==> src/hdl/mh64_pkg.sv <==
// shared types, constants and the multiply helper for the murmur hash unit
`timescale 1ns / 1ps
package mh64_pkg;

  localparam logic [31:0] MIX_MUL     = 32'h5bd1_e995;
  localparam int unsigned MIX_SHIFT   = 24;
  localparam int unsigned FIN_SHIFT_A = 18;
  localparam int unsigned FIN_SHIFT_B = 22;
  localparam int unsigned FIN_SHIFT_C = 17;
  localparam int unsigned FIN_SHIFT_D = 19;
  localparam logic [31:0] SEED_RESET  = 32'hee6b_27eb;

  localparam int unsigned QUEUE_DEPTH = 2;
  localparam int unsigned QUEUE_PTR_W = $clog2(QUEUE_DEPTH);
  localparam int unsigned QUEUE_CNT_W = $clog2(QUEUE_DEPTH + 1);

  localparam int unsigned PADDR_W   = 3;
  localparam logic [0:0]  REG_SEED  = 1'b0;

  typedef enum logic [1:0] {
    ITEM_NONE,
    ITEM_FULL,
    ITEM_TAIL
  } item_kind_e;

  typedef struct packed {
    logic [31:0] word;
    item_kind_e  kind;
    logic        first;
    logic        last;
    logic [30:0] length;
  } item_t;

  typedef enum logic [3:0] {
    BK_IDLE,
    BK_KEY_MUL,
    BK_KEY_MIX,
    BK_LANE,
    BK_TAIL,
    BK_FIN0,
    BK_FIN1,
    BK_FIN2,
    BK_FIN3
  } back_state_e;

  function automatic logic [31:0] mul_m(input logic [31:0] x);
    logic [31:0] r;
    r = x * MIX_MUL;
    return r;
  endfunction

endpackage

==> src/hdl/mh64_front.sv <==
// front end: classifies an input beat by byte count and masks the tail bytes
`timescale 1ns / 1ps
module mh64_front import mh64_pkg::*; (
  input  logic [31:0] data_word_i,
  input  logic [2:0]  byte_count_i,
  input  logic        first_item_i,
  input  logic        last_item_i,
  input  logic [30:0] message_length_i,
  output item_t       item_o
);

  logic [31:0] keep;
  item_kind_e  kind;

  always_comb begin
    keep = 32'h0000_0000;
    kind = ITEM_NONE;
    unique case (byte_count_i)
      3'd0: begin
        kind = ITEM_NONE;
      end
      3'd1: begin
        kind = ITEM_TAIL;
        keep = 32'h0000_00ff;
      end
      3'd2: begin
        kind = ITEM_TAIL;
        keep = 32'h0000_ffff;
      end
      3'd3: begin
        kind = ITEM_TAIL;
        keep = 32'h00ff_ffff;
      end
      default: begin
        kind = ITEM_FULL;
        keep = 32'hffff_ffff;
      end
    endcase
  end

  assign item_o.word   = data_word_i & keep;
  assign item_o.kind   = kind;
  assign item_o.first  = first_item_i;
  assign item_o.last   = last_item_i;
  assign item_o.length = message_length_i;

endmodule

==> src/hdl/mh64_queue.sv <==
// short fifo between the front end and the hash engine
`timescale 1ns / 1ps
module mh64_queue import mh64_pkg::*; (
  input  logic  clk_i,
  input  logic  rst_ni,
  input  logic  push_i,
  input  item_t push_item_i,
  output logic  full_o,
  input  logic  pop_i,
  output item_t pop_item_o,
  output logic  empty_o
);

  item_t                  mem_q [QUEUE_DEPTH];
  logic [QUEUE_PTR_W-1:0] wr_ptr_q, wr_ptr_d;
  logic [QUEUE_PTR_W-1:0] rd_ptr_q, rd_ptr_d;
  logic [QUEUE_CNT_W-1:0] count_q, count_d;
  logic                   do_push, do_pop;

  assign full_o     = (count_q == QUEUE_CNT_W'(QUEUE_DEPTH));
  assign empty_o    = (count_q == '0);
  assign do_push    = push_i && !full_o;
  assign do_pop     = pop_i && !empty_o;
  assign pop_item_o = mem_q[rd_ptr_q];

  always_comb begin
    wr_ptr_d = wr_ptr_q;
    rd_ptr_d = rd_ptr_q;
    count_d  = count_q;
    if (do_push) begin
      wr_ptr_d = (wr_ptr_q == QUEUE_PTR_W'(QUEUE_DEPTH - 1)) ? '0 : wr_ptr_q + 1'b1;
    end
    if (do_pop) begin
      rd_ptr_d = (rd_ptr_q == QUEUE_PTR_W'(QUEUE_DEPTH - 1)) ? '0 : rd_ptr_q + 1'b1;
    end
    if (do_push && !do_pop) begin
      count_d = count_q + 1'b1;
    end else if (do_pop && !do_push) begin
      count_d = count_q - 1'b1;
    end
  end

  always_ff @(posedge clk_i or negedge rst_ni) begin
    if (!rst_ni) begin
      wr_ptr_q <= '0;
      rd_ptr_q <= '0;
      count_q  <= '0;
    end else begin
      wr_ptr_q <= wr_ptr_d;
      rd_ptr_q <= rd_ptr_d;
      count_q  <= count_d;
    end
  end

  always_ff @(posedge clk_i) begin
    if (do_push) begin
      mem_q[wr_ptr_q] <= push_item_i;
    end
  end

endmodule

==> src/hdl/mh64_back.sv <==
// hash engine: one shared multiplier steps key mix, lane update, tail mix and finalization
`timescale 1ns / 1ps
module mh64_back import mh64_pkg::*; (
  input  logic        clk_i,
  input  logic        rst_ni,
  input  logic [31:0] seed_i,
  input  logic        q_empty_i,
  input  item_t       q_item_i,
  output logic        q_pop_o,
  output logic        out_valid_o,
  input  logic        out_ready_i,
  output logic [63:0] hash_value_o
);

  back_state_e state_q, state_d;
  logic [31:0] lane_one_q, lane_two_q;
  logic        parity_q;
  logic [31:0] word_q, tmp_q, fa_q, fb_q;
  logic        last_q;
  logic        out_valid_q;
  logic [63:0] hash_q;
  logic [31:0] mul_in, mul_out;
  logic        emit;

  // next state
  always_comb begin
    state_d = state_q;
    unique case (state_q)
      BK_IDLE: begin
        if (!q_empty_i) begin
          unique case (q_item_i.kind)
            ITEM_FULL: state_d = BK_KEY_MUL;
            ITEM_TAIL: state_d = BK_TAIL;
            default:   state_d = q_item_i.last ? BK_FIN0 : BK_IDLE;
          endcase
        end
      end
      BK_KEY_MUL: state_d = BK_KEY_MIX;
      BK_KEY_MIX: state_d = BK_LANE;
      BK_LANE, BK_TAIL: state_d = last_q ? BK_FIN0 : BK_IDLE;
      BK_FIN0: state_d = BK_FIN1;
      BK_FIN1: state_d = BK_FIN2;
      BK_FIN2: state_d = BK_FIN3;
      BK_FIN3: begin
        if (emit) begin
          state_d = BK_IDLE;
        end
      end
      default: state_d = BK_IDLE;
    endcase
  end

  // datapath controls
  always_comb begin
    q_pop_o = 1'b0;
    emit    = 1'b0;
    mul_in  = word_q;
    unique case (state_q)
      BK_IDLE:    q_pop_o = !q_empty_i;
      BK_KEY_MUL: mul_in = word_q;
      BK_KEY_MIX: mul_in = tmp_q ^ (tmp_q >> MIX_SHIFT);
      BK_LANE:    mul_in = parity_q ? lane_two_q : lane_one_q;
      BK_TAIL:    mul_in = lane_two_q ^ word_q;
      BK_FIN0:    mul_in = lane_one_q ^ (lane_two_q >> FIN_SHIFT_A);
      BK_FIN1:    mul_in = lane_two_q ^ (fa_q >> FIN_SHIFT_B);
      BK_FIN2:    mul_in = fa_q ^ (fb_q >> FIN_SHIFT_C);
      BK_FIN3: begin
        mul_in = fb_q ^ (fa_q >> FIN_SHIFT_D);
        emit   = !out_valid_q || out_ready_i;
      end
      default:    mul_in = word_q;
    endcase
  end

  assign mul_out = mul_m(mul_in);

  always_ff @(posedge clk_i or negedge rst_ni) begin
    if (!rst_ni) begin
      state_q     <= BK_IDLE;
      lane_one_q  <= '0;
      lane_two_q  <= '0;
      parity_q    <= 1'b0;
      out_valid_q <= 1'b0;
    end else begin
      state_q <= state_d;
      if (q_pop_o && q_item_i.first) begin
        lane_one_q <= seed_i ^ {1'b0, q_item_i.length};
        lane_two_q <= '0;
        parity_q   <= 1'b0;
      end
      if (state_q == BK_LANE) begin
        if (parity_q) begin
          lane_two_q <= mul_out ^ tmp_q;
        end else begin
          lane_one_q <= mul_out ^ tmp_q;
        end
        parity_q <= !parity_q;
      end
      if (state_q == BK_TAIL) begin
        lane_two_q <= mul_out;
      end
      if (emit) begin
        out_valid_q <= 1'b1;
      end else if (out_ready_i) begin
        out_valid_q <= 1'b0;
      end
    end
  end

  always_ff @(posedge clk_i) begin
    if (q_pop_o) begin
      word_q <= q_item_i.word;
      last_q <= q_item_i.last;
    end
    if (state_q == BK_KEY_MUL || state_q == BK_KEY_MIX) begin
      tmp_q <= mul_out;
    end
    if (state_q == BK_FIN0 || state_q == BK_FIN2) begin
      fa_q <= mul_out;
    end
    if (state_q == BK_FIN1) begin
      fb_q <= mul_out;
    end
    if (emit) begin
      hash_q <= {fa_q, mul_out};
    end
  end

  assign out_valid_o  = out_valid_q;
  assign hash_value_o = hash_q;

endmodule

==> src/hdl/murmur_hash_64b_unit.sv <==
// top level of the streaming 64-bit murmur hash unit
// usage:
//   input channel (in_valid_i / in_ready_o) takes one beat per 32-bit message
//   word, little-endian, with byte count, first and last flags and, on the
//   first beat, the message length in bytes
//   output channel (out_valid_o / out_ready_i) gives one 64-bit hash per
//   message, after the beat that carries the last flag
//   apb port holds the 32-bit seed at address 0, reset value 0xEE6B27EB
// flow:
//   a beat enters a two-entry queue; the engine pops it and then steps a full
//   word through key multiply, key mix and lane update, a partial word through
//   the tail mix and an empty beat through nothing, plus the finalization
//   states BK_FIN0 to BK_FIN3 on a last beat, all on one shared multiplier
//   the engine pops no new beat until it is through with the last one; later
//   beats wait in the queue
// reset: lanes, word parity, queue and output valid flag are cleared, the seed
//   returns to its reset value
// stall: a waiting hash holds in the output register while the engine goes on;
//   a second hash waits in the last finalization step and the queue fills,
//   dropping in_ready_o
`timescale 1ns / 1ps
module murmur_hash_64b_unit import mh64_pkg::*; (
  input  logic               clk_i,
  input  logic               rst_ni,
  input  logic               psel,
  input  logic               penable,
  input  logic               pwrite,
  input  logic [PADDR_W-1:0] paddr,
  input  logic [31:0]        pwdata,
  output logic [31:0]        prdata,
  output logic               pready,
  input  logic               in_valid_i,
  output logic               in_ready_o,
  input  logic [31:0]        data_word_i,
  input  logic [2:0]         byte_count_i,
  input  logic               first_item_i,
  input  logic               last_item_i,
  input  logic [30:0]        message_length_i,
  output logic               out_valid_o,
  input  logic               out_ready_i,
  output logic [63:0]        hash_value_o
);

  logic [31:0] seed_q;
  logic        reg_hit;
  item_t       front_item, queue_item;
  logic        q_full, q_empty, q_pop;

  assign pready  = 1'b1;
  assign reg_hit = (paddr[PADDR_W-1] == REG_SEED);
  assign prdata  = reg_hit ? seed_q : '0;

  always_ff @(posedge clk_i or negedge rst_ni) begin
    if (!rst_ni) begin
      seed_q <= SEED_RESET;
    end else if (psel && penable && pwrite && pready && reg_hit) begin
      seed_q <= pwdata;
    end
  end

  mh64_front u_front (
    .data_word_i      (data_word_i),
    .byte_count_i     (byte_count_i),
    .first_item_i     (first_item_i),
    .last_item_i      (last_item_i),
    .message_length_i (message_length_i),
    .item_o           (front_item)
  );

  assign in_ready_o = !q_full;

  mh64_queue u_queue (
    .clk_i       (clk_i),
    .rst_ni      (rst_ni),
    .push_i      (in_valid_i),
    .push_item_i (front_item),
    .full_o      (q_full),
    .pop_i       (q_pop),
    .pop_item_o  (queue_item),
    .empty_o     (q_empty)
  );

  mh64_back u_back (
    .clk_i        (clk_i),
    .rst_ni       (rst_ni),
    .seed_i       (seed_q),
    .q_empty_i    (q_empty),
    .q_item_i     (queue_item),
    .q_pop_o      (q_pop),
    .out_valid_o  (out_valid_o),
    .out_ready_i  (out_ready_i),
    .hash_value_o (hash_value_o)
  );

endmodule

==> config.mk <==
export PLATFORM = sky130hd
export DESIGN_NAME = murmur_hash_64b_unit
export DESIGN_NICKNAME = d
export VERILOG_FILES = /design/src/hdl/mh64_pkg.sv /design/src/hdl/mh64_front.sv /design/src/hdl/mh64_queue.sv /design/src/hdl/mh64_back.sv /design/src/hdl/murmur_hash_64b_unit.sv
export SDC_FILE = /design/constraint.sdc
export NUM_CORES = 1
export LEC_CHECK = 0
export BUFFER_PORTS_ARGS = -buffer_cell sky130_fd_sc_hd__buf_4
export CORE_ASPECT_RATIO = 1.5
export CORE_UTILIZATION = 41
export CTS_CLUSTER_SIZE = 24
export DETAILED_ROUTE_END_ITERATION = 6
export PLACE_DENSITY_LB_ADDON = 0.15
export SYNTH_ARGS = -nofsm -noshare
export SYNTH_HDL_FRONTEND = slang
export SYNTH_HIERARCHICAL = 1
export SYNTH_SLANG_ARGS = --single-unit
==> constraint.sdc <==
create_clock -name clk_i -period 12.65 [get_ports clk_i]
set_input_delay 1.8975 -clock clk_i [delete_from_list [all_inputs] [get_ports clk_i]]
set_output_delay 1.8975 -clock clk_i [all_outputs]
set_load 0.02 [all_outputs]
==> reports/metrics.yaml <==
synth:
  synth_fa_ha_area_share_pct: 22.3
  syn_area_sq_mm: 0.0285
  yosys_most_used_dff: "edfxtp_1"
  synth_compound_area_share_pct: 9.53
  yosysTopAreaCellShare_pct: 34.4
  synth_fp_nets: 2919
  synth_top_family_by_area: "adder cells"
  synth.area.top_cells: "edfxtp_1 (34%), fa_1 (13%), ha_1 (9.6%)"
  synth_xor_area_share_pct: 5.22
  synth_simple_gate_area_share_pct: 6.87
  async_flop_share_pct: 24.5
  yosysSeqAreaShare_pct: 43.8
  syn_area_per_cell_sq_um: 11.8
  synth_warnings: 6
  yosysUniqueCellTypes: 84
  muxShareOfSynthArea_pct: 4.78
  synthCells: 2409
  synth_largest_area_cell: "edfxtp_1"
  synth-seq-cells: 433
  synth_edf_count: 327
global_routing:
  grt_pass1_vias: 20400
  track_usage_pct: 25.1
  grt_antenna_before_repair: 1
  grt_max_degree: 68
  overflow: 0
  grt_first_pass_wirelength_um: 130000
clock_tree:
  clk_latency_ps: 560
  post_cts_buffers: 0
  cts_root_buf: "clkbuf_16"
  clk_pin_slew_ps: 70
  numCtsBuffers: 40
  cts.sinks: 433
  tritoncts: "built"
  htree_levels: 2
  clockBufferDepth: 3
  ctsResizeCount: 0
  hold_buffers: 0
worst_hold_path:
  min_from: "u_back/fa_q[16]$_DFFE_PP_"
  hold_depth: 0
  hold_path_end: "u_back/hash_value_o[48]$_DFFE_PP_"
  hold_class: "flop to flop"
timing:
  worst_pin_slew_ps: 1380
  setup_viol: 0
  rsz0062_at_grt: "no"
  timing.fmax_mhz: 94.7
  layout_setup_ws_ps: 2090
  hold_viol_final: 0
  period_minus_slack_ps: 10560
  slew_headroom_pct: 7.28
  period_share_pct: 83.5
  fin_worst_skew_ps: 20.6
  hold_slack_ps: 491
  fin_setup_tns_ps: 0
  drv_slew: 0
route:
  drt_wl_total_um: 87300
  antenna_left: 0
  wl_per_cell_um: 24.7
  viasPerCell: 5.40
  drtPass1Iterations: 7
  drc: 0
  num_vias: 19100
  drt_iter0_drc: 1296
setup_path:
  rr_startpoint: "u_back/state_q[3]$_DFFE_PN0P_"
  slowest_stage: "nor4bb_1"
  regToRegEndpoint: "u_back/lane_two_q[31]$_DFF_PN0_"
  cp_max_fo: 29
  r2r_slack_ps: 2090
  cp.required_ps: 13070
  cp.arrival_ps: 10990
  critical_path_class: "flop to flop"
  rr_worst_depth: 31
  cp_slowest_stage_delay_ps: 800
  crit_path_end_kind: "flop"
  cp-start-kind: "flop"
run_status:
  run_status: "finished, final reports clean"
placement:
  gp_congestion: 0.971
  pre_cts_ws_ps: 2150
  numPortBuffers: 205
  post-dp-hpwl_um: 66900
  placedCellCount: 3465
final_layout:
  final_cell_mix: "inv_1 (393), edfxtp_1 (327), buf_4 (275), ha_1 (219), fa_1 (181)"
  final_nets: 3117
  drive_above_1_share_pct: 19.2
  syn2layout_area_growth_pct: 14.0
  stdcell_count: 3538
  n_fill_cell: 6314
  final_common_cell: "inv_1"
floorplanning:
  die_y_um: 325
  initial_core_util_pct: 41.4
  die_w_um: 217
  ioPinCount: 209
  die_area_sq_mm: 0.0707
  rows: 118
  core_area_sq_mm: 0.0689
run:
  cap_violations: 0
synthesized netlist by cell type, drive strengths merged (64+ instances only):
cell,instances
mux2,101
fa,181
buf,69
dfrtp,85
o21ai,121
edfxtp,327
nor2b,64
ha,219
xnor2,113
nor2,104
a21oi,80
inv,393
nand2,102
area by class of cell:
type	count	area [sq um]	area share (%)
Tap cell	900	1130	3.46
Antenna cell	1	2.50	0.00769
Multi-Input combinational cell	1464	14000	43.0
Clock buffer	50	1090	3.35
Clock inverter	22	298	0.915
Sequential cell	433	12500	38.4
Inverter	393	1480	4.53
Timing Repair Buffer	275	2060	6.35
logic make-up after synthesis:
| group | Yosys count |
|---|---|
| buf+inv | 512 |
| flops | 433 |
| compound gates | 413 |
| fa+ha+maj | 400 |
| simple gates | 380 |
| xor+xnor | 165 |
| mux | 105 |
| other cells | 1 |
routing by layer:
layer  GRT usage, %  wire [um]  up-vias  part of all wire, %
met1           28.4      31900     9651                   37
met4           14.1       5470        0                  6.3
met2           45.7      46100      648                   53
met3           2.51       3830      186                  4.4
met5              0          0        -                    0
li1               -          -     8610                    -
sequential cells by signal (all words and copies together) (netlist names), 2 cells and up:
| signal | cells |
|---|---|
| u_back/state_q | 4 |
| u_queue/mem_q | 134 |
| u_back/fa_q | 32 |
| seed_q | 32 |
| u_back/lane_one_q | 32 |
| u_back/hash_value_o | 64 |
| u_back/lane_two_q | 32 |
| u_queue/count_q | 2 |
| u_back/fb_q | 32 |
| u_back/word_q | 32 |
| u_back/tmp_q | 32 |
metrics by stage:
step                      cell area, sq um  util (%)
after floorplan                      28500         -
after global placement               31100      45.2
after detailed placement             31100      45.2
after CTS                            32500      47.2
after global routing                 32500      47.2
final                                32500      47.2
how the worst max path moves through the flow:
stage,start,end,slack [ps],cells past startpoint
finish,u_back/state_q[3]$_DFFE_PN0P_,u_back/lane_two_q[31]$_DFF_PN0_,2090,31
global placement,u_back/state_q[1]$_DFFE_PN0P_,u_back/lane_two_q[25]$_DFF_PN0_,2210,38
CTS,u_back/state_q[3]$_DFFE_PN0P_,u_back/lane_two_q[25]$_DFF_PN0_,2130,32
floorplan,u_back/state_q[1]$_DFFE_PN0P_,u_back/lane_two_q[30]$_DFF_PN0_,3030,36
global route,u_back/state_q[3]$_DFFE_PN0P_,u_back/lane_two_q[31]$_DFF_PN0_,1560,31
detailed placement,u_back/state_q[3]$_DFFE_PN0P_,u_back/lane_two_q[31]$_DFF_PN0_,2150,31
critical path, delay by kind of cell (launching register included):
kind,cells,cell delay (ps)
adder cells (fa/ha/maj),9,3820
AND/OR/NAND/NOR,4,2000
XOR/XNOR,1,560
buffers and inverters,7,620
AO/OA/AOI/OAI,10,2730
flip-flops,1,660
Power is left out: the tool's default activity adds up to more than one toggle a clock period on the data nets, which glitch-free logic cannot reach.
